[src/rtl/core/tccs_pkg.sv]
package tccs_pkg;

  localparam int COLUMNS    = 80;
  localparam int ROWS       = 25;
  localparam int CELL_COUNT = COLUMNS * ROWS;
  localparam int LAST_ROW   = COLUMNS * (ROWS - 1);

  // field widths of the item ports
  localparam int OP_W     = 2;
  localparam int CHAR_W   = 8;
  localparam int IDX_W    = 11;
  localparam int DATA_W   = 16;
  localparam int CURSOR_W = 11;
  localparam int ATTR_W   = 8;

  localparam int AW    = $clog2(CELL_COUNT);
  localparam int SW_W  = $clog2(CELL_COUNT + 1);
  // cursor and row end may run up to two rows past the screen before a scroll
  localparam int CUR_W = $clog2(CELL_COUNT + 2 * COLUMNS + 1);

  localparam logic [CHAR_W-1:0] NEWLINE_CODE = CHAR_W'(10);
  localparam logic [ATTR_W-1:0] ATTR_RESET   = ATTR_W'(8'h57);

  typedef enum logic [OP_W-1:0] {
    OP_PUT   = 2'd0,
    OP_CLEAR = 2'd1,
    OP_READ  = 2'd2,
    OP_NONE  = 2'd3
  } op_e;

  typedef struct packed {
    logic latch;
    logic sweep;
    logic sweep_copy;
    logic nl_step;
    logic put_write;
    logic scroll_end;
    logic finish;
  } dp_cmd_t;

  typedef struct packed {
    op_e  op;
    logic newline;
    logic at_end;
    logic nl_scroll;
    logic sweep_last;
    logic out_free;
  } dp_status_t;

endpackage

[src/rtl/core/tccs_ctrl.sv]
module tccs_ctrl import tccs_pkg::*; (
  input  logic       clk_i,
  input  logic       rst_ni,
  input  logic       in_valid_i,
  output logic       in_stall_o,
  output dp_cmd_t    cmd_o,
  input  dp_status_t st_i
);

  typedef enum logic [5:0] {
    S_INIT   = 6'b000001,
    S_IDLE   = 6'b000010,
    S_EXEC   = 6'b000100,
    S_SCROLL = 6'b001000,
    S_CLEAR  = 6'b010000,
    S_POST   = 6'b100000
  } state_e;

  state_e state_q, state_d;

  always_ff @(posedge clk_i or negedge rst_ni) begin
    if (!rst_ni) begin
      state_q <= S_INIT;
    end else begin
      state_q <= state_d;
    end
  end

  assign in_stall_o = !((state_q == S_IDLE) && st_i.out_free);

  always_comb begin
    state_d = state_q;
    cmd_o   = '0;
    unique case (state_q)
      S_INIT: begin
        // zero the store once after reset
        cmd_o.sweep = 1'b1;
        if (st_i.sweep_last) begin
          state_d = S_IDLE;
        end
      end
      S_IDLE: begin
        if (in_valid_i && st_i.out_free) begin
          cmd_o.latch = 1'b1;
          state_d     = S_EXEC;
        end
      end
      S_EXEC: begin
        unique case (st_i.op)
          OP_PUT: begin
            if (st_i.newline) begin
              cmd_o.nl_step = 1'b1;
              if (st_i.nl_scroll) begin
                state_d = S_SCROLL;
              end else begin
                cmd_o.finish = 1'b1;
                state_d      = S_IDLE;
              end
            end else if (st_i.at_end) begin
              // deferred wrap: scroll before the character goes in
              state_d = S_SCROLL;
            end else begin
              cmd_o.put_write = 1'b1;
              cmd_o.finish    = 1'b1;
              state_d         = S_IDLE;
            end
          end
          OP_CLEAR: begin
            state_d = S_CLEAR;
          end
          OP_READ, OP_NONE: begin
            cmd_o.finish = 1'b1;
            state_d      = S_IDLE;
          end
          default: begin
            state_d = S_IDLE;
          end
        endcase
      end
      S_SCROLL: begin
        cmd_o.sweep      = 1'b1;
        cmd_o.sweep_copy = 1'b1;
        if (st_i.sweep_last) begin
          cmd_o.scroll_end = 1'b1;
          if (st_i.newline) begin
            cmd_o.finish = 1'b1;
            state_d      = S_IDLE;
          end else begin
            state_d = S_POST;
          end
        end
      end
      S_CLEAR: begin
        cmd_o.sweep = 1'b1;
        if (st_i.sweep_last) begin
          cmd_o.finish = 1'b1;
          state_d      = S_IDLE;
        end
      end
      S_POST: begin
        cmd_o.put_write = 1'b1;
        cmd_o.finish    = 1'b1;
        state_d         = S_IDLE;
      end
      default: begin
        state_d = S_IDLE;
      end
    endcase
  end

endmodule

[config.mk]
export PLATFORM = sky130hd
export DESIGN_NAME = tccs_ctrl
export DESIGN_NICKNAME = d
export VERILOG_FILES = /design/src/rtl/core/tccs_pkg.sv /design/src/rtl/core/tccs_ctrl.sv
export SDC_FILE = /design/constraint.sdc
export NUM_CORES = 1
export LEC_CHECK = 0
export ABC_AREA = 1
export BUFFER_PORTS_ARGS = -buffer_cell sky130_fd_sc_hd__buf_2
export CAP_MARGIN = 20
export CORE_AREA = 2 2 39 41
export DETAILED_ROUTE_END_ITERATION = 7
export DIE_AREA = 0 0 41 43
export HOLD_SLACK_MARGIN = 0.06
export RECOVER_POWER = 100
export SETUP_SLACK_MARGIN = 0.1
export SLEW_MARGIN = 5
export SYNTH_ARGS = -nofsm -noshare
export SYNTH_HDL_FRONTEND = slang
export SYNTH_SLANG_ARGS = --single-unit
[constraint.sdc]
create_clock -name clk_i -period 1.6 [get_ports clk_i]
set_clock_uncertainty 0.15 [all_clocks]
set_input_delay 0.16 -clock clk_i [delete_from_list [all_inputs] [get_ports clk_i]]
set_output_delay 0.16 -clock clk_i [all_outputs]
set_load 0.01 [all_outputs]
# Word-level counts from Yosys, hierarchy flattened
# Index checks and enable logic that the tools add are counted.
[op_classes]
reduce_logical = 8
n_eq_ne = 12
mux = 26
[op_table]
columns = ["cell", "count"]
rows = [
  ["two-way mux 6 bit", 5],
  ["one-hot mux 6 bit (4 select lines)", 1],
  ["one-hot mux 6 bit (3 select lines)", 1],
  ["two-way mux 1 bit", 12],
  ["two-way mux 4 bit", 2],
  ["== test 6 x 1 -> 1 bit, second input constant", 1],
  ["== test 6 x 2 -> 1 bit, second input constant", 1],
  ["== test 6 x 3 -> 1 bit, second input constant", 1],
  ["== test 6 x 4 -> 1 bit, second input constant", 1],
  ["== test 6 x 5 -> 1 bit, second input constant", 1],
  ["== test 6 bit, second input constant", 1],
  ["== test 2 bit, second input constant", 2],
  ["two-way mux 2 bit", 2],
  ["inequality test 2 x 1 -> 1 bit, second input constant", 2],
  ["one-hot mux 1 bit (2 select lines)", 2],
  ["one-hot mux 1 bit (4 select lines)", 1],
  ["OR reduction 2 bit", 2],
  ["AND reduction 3 bit", 1],
  ["OR reduction 3 bit", 1],
  ["== test 2 x 1 -> 1 bit, second input constant", 1],
  ["logical AND 1 bit", 2],
  ["logical NOT 2 bit", 1],
  ["inequality test 2 bit, second input constant", 1],
  ["logical NOT 1 bit", 1],
]
[word_totals]
word_cells = 47
inputBits = 10
regBits = 6
output_inout_bits = 8

# Longest topological paths before layout
[logic_depth]
depth_word = 4
mapped_depth = 8
depth_no_buf = 8

# Worst setup path before layout
# Ideal clock, no wire load.
[synth_timing]
path_type = "register to output"
from = "register state_q[4]"
to = "output port cmd_o[3] (netlist bit)"
required_ps = 1290
n_path_buf = 0
arrival_ps = 1117
slack_ps = 173
stages_incl_launch_ff = 4
cell_sequence = "dfrtp_1 > nor2_4 > nand3_2 > nor4_1"
[synth_lines]
columns = ["element", "line_no", "rtl"]
rows = [
  ["from (decl)", "tccs_ctrl.sv:19", "state_e state_q, state_d;"],
  ["from (signal assigned)", "tccs_ctrl.sv:25", "state_q <= state_d;"],
  ["to (decl)", "tccs_ctrl.sv:6", "output dp_cmd_t cmd_o,"],
]

==> reports/metrics.csv <==
stage,metric,value,unit
cells_and_area,number of diodes,0,
floorplanning,row cnt,14,
sta,final worst slack,-81.6,ps
detailed_routing,Post-route DRC,0,
sta,Worst Hold Slack,87.9,ps
detailed_routing,DR WL met2,613,µm
synthesis,sequential fraction of the synthesis area,0.299,
cells_and_area,synth-to-layout area growth,47.4,%
sta,Slew HR,0.783,
detailed_routing,highest routed layer,met3,
placed_design,port bufs,17,
floorplanning,Chip Width,41,µm
detailed_routing,vias per cell,4.78,
worst_setup_path,Worst EP required,1290,ps
synthesis,post-synthesis cell type count,19,
synthesis,Ys Warns,0,
global_routing,initial antenna violation count,0,
global_routing,GRT overflow,0,
sta,fmax,595,MHz
sta,min Tclk post-route,1680,ps
cells_and_area,Top Registers,state_q (6),
synthesis,"Cell Area, Synth",507,µm²
worst_setup_path,R2R depth,8,
worst_setup_path,Worst Setup Start Kind,flop,
sta,RSZ-0062 raised after global routing,yes,
clocking,CTS H-Tree Depth,1,
hold_path,hold endpoint,state_q[4],
synthesis,Post-Synth XOR/XNOR Area,0,
job,Max-Cap Viols,0,
synthesis,Synth Area in Compound Gates,0.0296,
cells_and_area,fin area,747,µm²
detailed_routing,antenna-violating nets left,0,
clocking,Clock Path Buffers,2,
placed_design,Placed Area,612,µm²
global_routing,number of global-route vias before repair,509,
hold_path,Hold Crit Class,in -> reg,
cells_and_area,max FFs per register,6,
pwr,total power,0.000792,W
synthesis,Seq cells post-synth,6,
synthesis,multiplexer share of the synthesized area,0,
placed_design,RD Place Congestion,0.741,
hold_path,hold_sp,st_i[6],
pwr,leakage power,0.415,nW
sta,Slew Limit Fails,0,
synthesis,main combinational cell family by area after synthesis,simple AND/OR/NAND/NOR gates,
synthesis,syn_nets,82,
worst_setup_path,R2R setup slack,110,ps
run_status,status,"complete, but fails checks",
synthesis,Syn Area/Cell,7.04,µm²
cells_and_area,"most common cell after layout, fill and taps aside",nand2_1,
clocking,worst-skew pair later-pin latency,240,ps
pwr,Pwr Density,1060,nW/µm²
global_routing,largest net degree at the start of global routing,7,
detailed_routing,via count,564,
worst_setup_path,crit path kind,reg -> out,
cells_and_area,Top reg by flops,state_q,
floorplanning,die height,43,µm
cells_and_area,final layout net count,113,
clocking,Root Driver,clkbuf_4,
detailed_routing,1st-iter DRT viols,11,
synthesis,simple-gate share of the synthesized area,0.580,
detailed_routing,DRT Pass-1 Iters,4,
pwr,Worst VDD drop,0.627,mV
cells_and_area,share of cells above drive strength 1,0.471,
global_routing,first-pass GRT wire length,1.92,mm
clocking,CTS tree,yes,
floorplanning,Die ar.,1760,µm²
clocking,CTS sink count,6,
clocking,"Reg clk slew, reported paths",50,ps
run_status,failing checks,negative setup slack,
hold_path,WHS Path Cells,4,
detailed_routing,met1 WL,491,µm
worst_setup_path,crit path max fanout,5,
cells_and_area,most frequent cells in the layout,"nand2_1 (16), buf_2 (15), nor2_1 (10)",
floorplanning,core region area,1380,µm²
detailed_routing,per-cell routed wire length,9.86,µm
sta,final setup violation count,4,
detailed_routing,routed wire length,1.16,mm
synthesis,adder-cell share of the synthesized area,0,
worst_setup_path,worst path arrival time,1370,ps
cells_and_area,final core occ,0.540,
sta,crit share post-route,1.05,
sta,Worst Max-Slew Pin Slew,326,ps
detailed_routing,routed wl met3,58,µm
worst_setup_path,FF-to-FF End,state_q[1],
global_routing,GRT Total Usage,0.163,
worst_setup_path,RR Startpoint,state_q[4],
sta,Final Hold Viols,0,
clocking,total CTS buffers,3,
placed_design,Final HPWL DP,879,µm
worst_setup_path,CP Capture Type,output pin,
floorplanning,io pins,18,
floorplanning,Initial Utilization,0.366,
synthesis,Post-Syn Instances,72,
==> where the power goes <==
group	leakage, nW	switching (W)	total, W	internal [W]
clock network	0.0150	0.0000557	0.000150	0.0000945
logic	0.325	0.000250	0.000418	0.000168
registers	0.0747	0.0000385	0.000223	0.000185
total	0.415	0.000344	0.000792	0.000447
==> area by class of cell <==
type | count | area, µm²
clock buffers | 4 | 26.3
inverters | 12 | 51.3
well taps | 16 | 20.0
fillers | 150 | 637
repair buffers | 26 | 166
multi-input cells | 54 | 330
flip-flops and latches | 6 | 153
==> layer usage <==
layer / up-vias / track usage
met3: 0 / 0.0785
li1: 292 / -
met4: 0 / 0.0400
met5: - / 0
met2: 12 / 0.256
met1: 260 / 0.192
==> critical path, stage by stage (launching register included) <==
cell     delay (ps)
dfrtp_1         420
nor2_4          180
nand3_2         160
nor4_2          180
buf_2           170
==> metrics by stage <==
| step | TNS (ps) | setup slack (ps) | std cells |
|---|---|---|---|
| 6_report | -203 | -81.6 | 118 |
| 5_1_grt | -857 | -181 | 118 |
| 4_1_cts | -182 | -79.8 | 117 |
| 3_5_place_dp | 0 | 108 | 105 |
| 3_3_place_gp | 0 | 123 | 105 |
| 2_1_floorplan | 0 | 173 | 72 |
==> cells in the mapped netlist, drive strengths merged <==
cell type  number  area (µm²)
nor2           16        87.6
nand4           4        31.3
nand2          19        76.3
clkinv          2        8.75
nor4            1        6.26
dfstp           1        26.3
dfrtp           5         125
o21ai           2        10.0
a21oi           1        5.00
inv            10        37.5
nand3          11        92.6
==> cells by family (layout without fill, tap and decap cells) <==
family | after synthesis | in the layout
flip-flops | 6 | 6
AO/OA/AOI/OAI | 3 | 3
buffers and inverters | 12 | 42
AND/OR/NAND/NOR | 51 | 51
==> how the worst max path moves through the flow <==
| stage | startpoint | end | slack, ps |
|---|---|---|---|
| floorplan | state_q[4] | cmd_o[3] | 170 |
| global placement | state_q[4] | cmd_o[0] | 120 |
| detailed placement | state_q[4] | cmd_o[0] | 110 |
| CTS | state_q[0] | cmd_o[0] | -80 |
| global route | state_q[4] | cmd_o[3] | -180 |
| finish | state_q[4] | cmd_o[3] | -80 |
==> timing repair <==
action	in CTS	in global routing
setup endpoints to repair	8	11
gates cloned	0	0
setup buffers	6	1
hold endpoints to repair	7	0
pin swaps	3	5
hold buffers	2	0
gates resized for setup	5	5
Power figures use the tool's default switching activity.
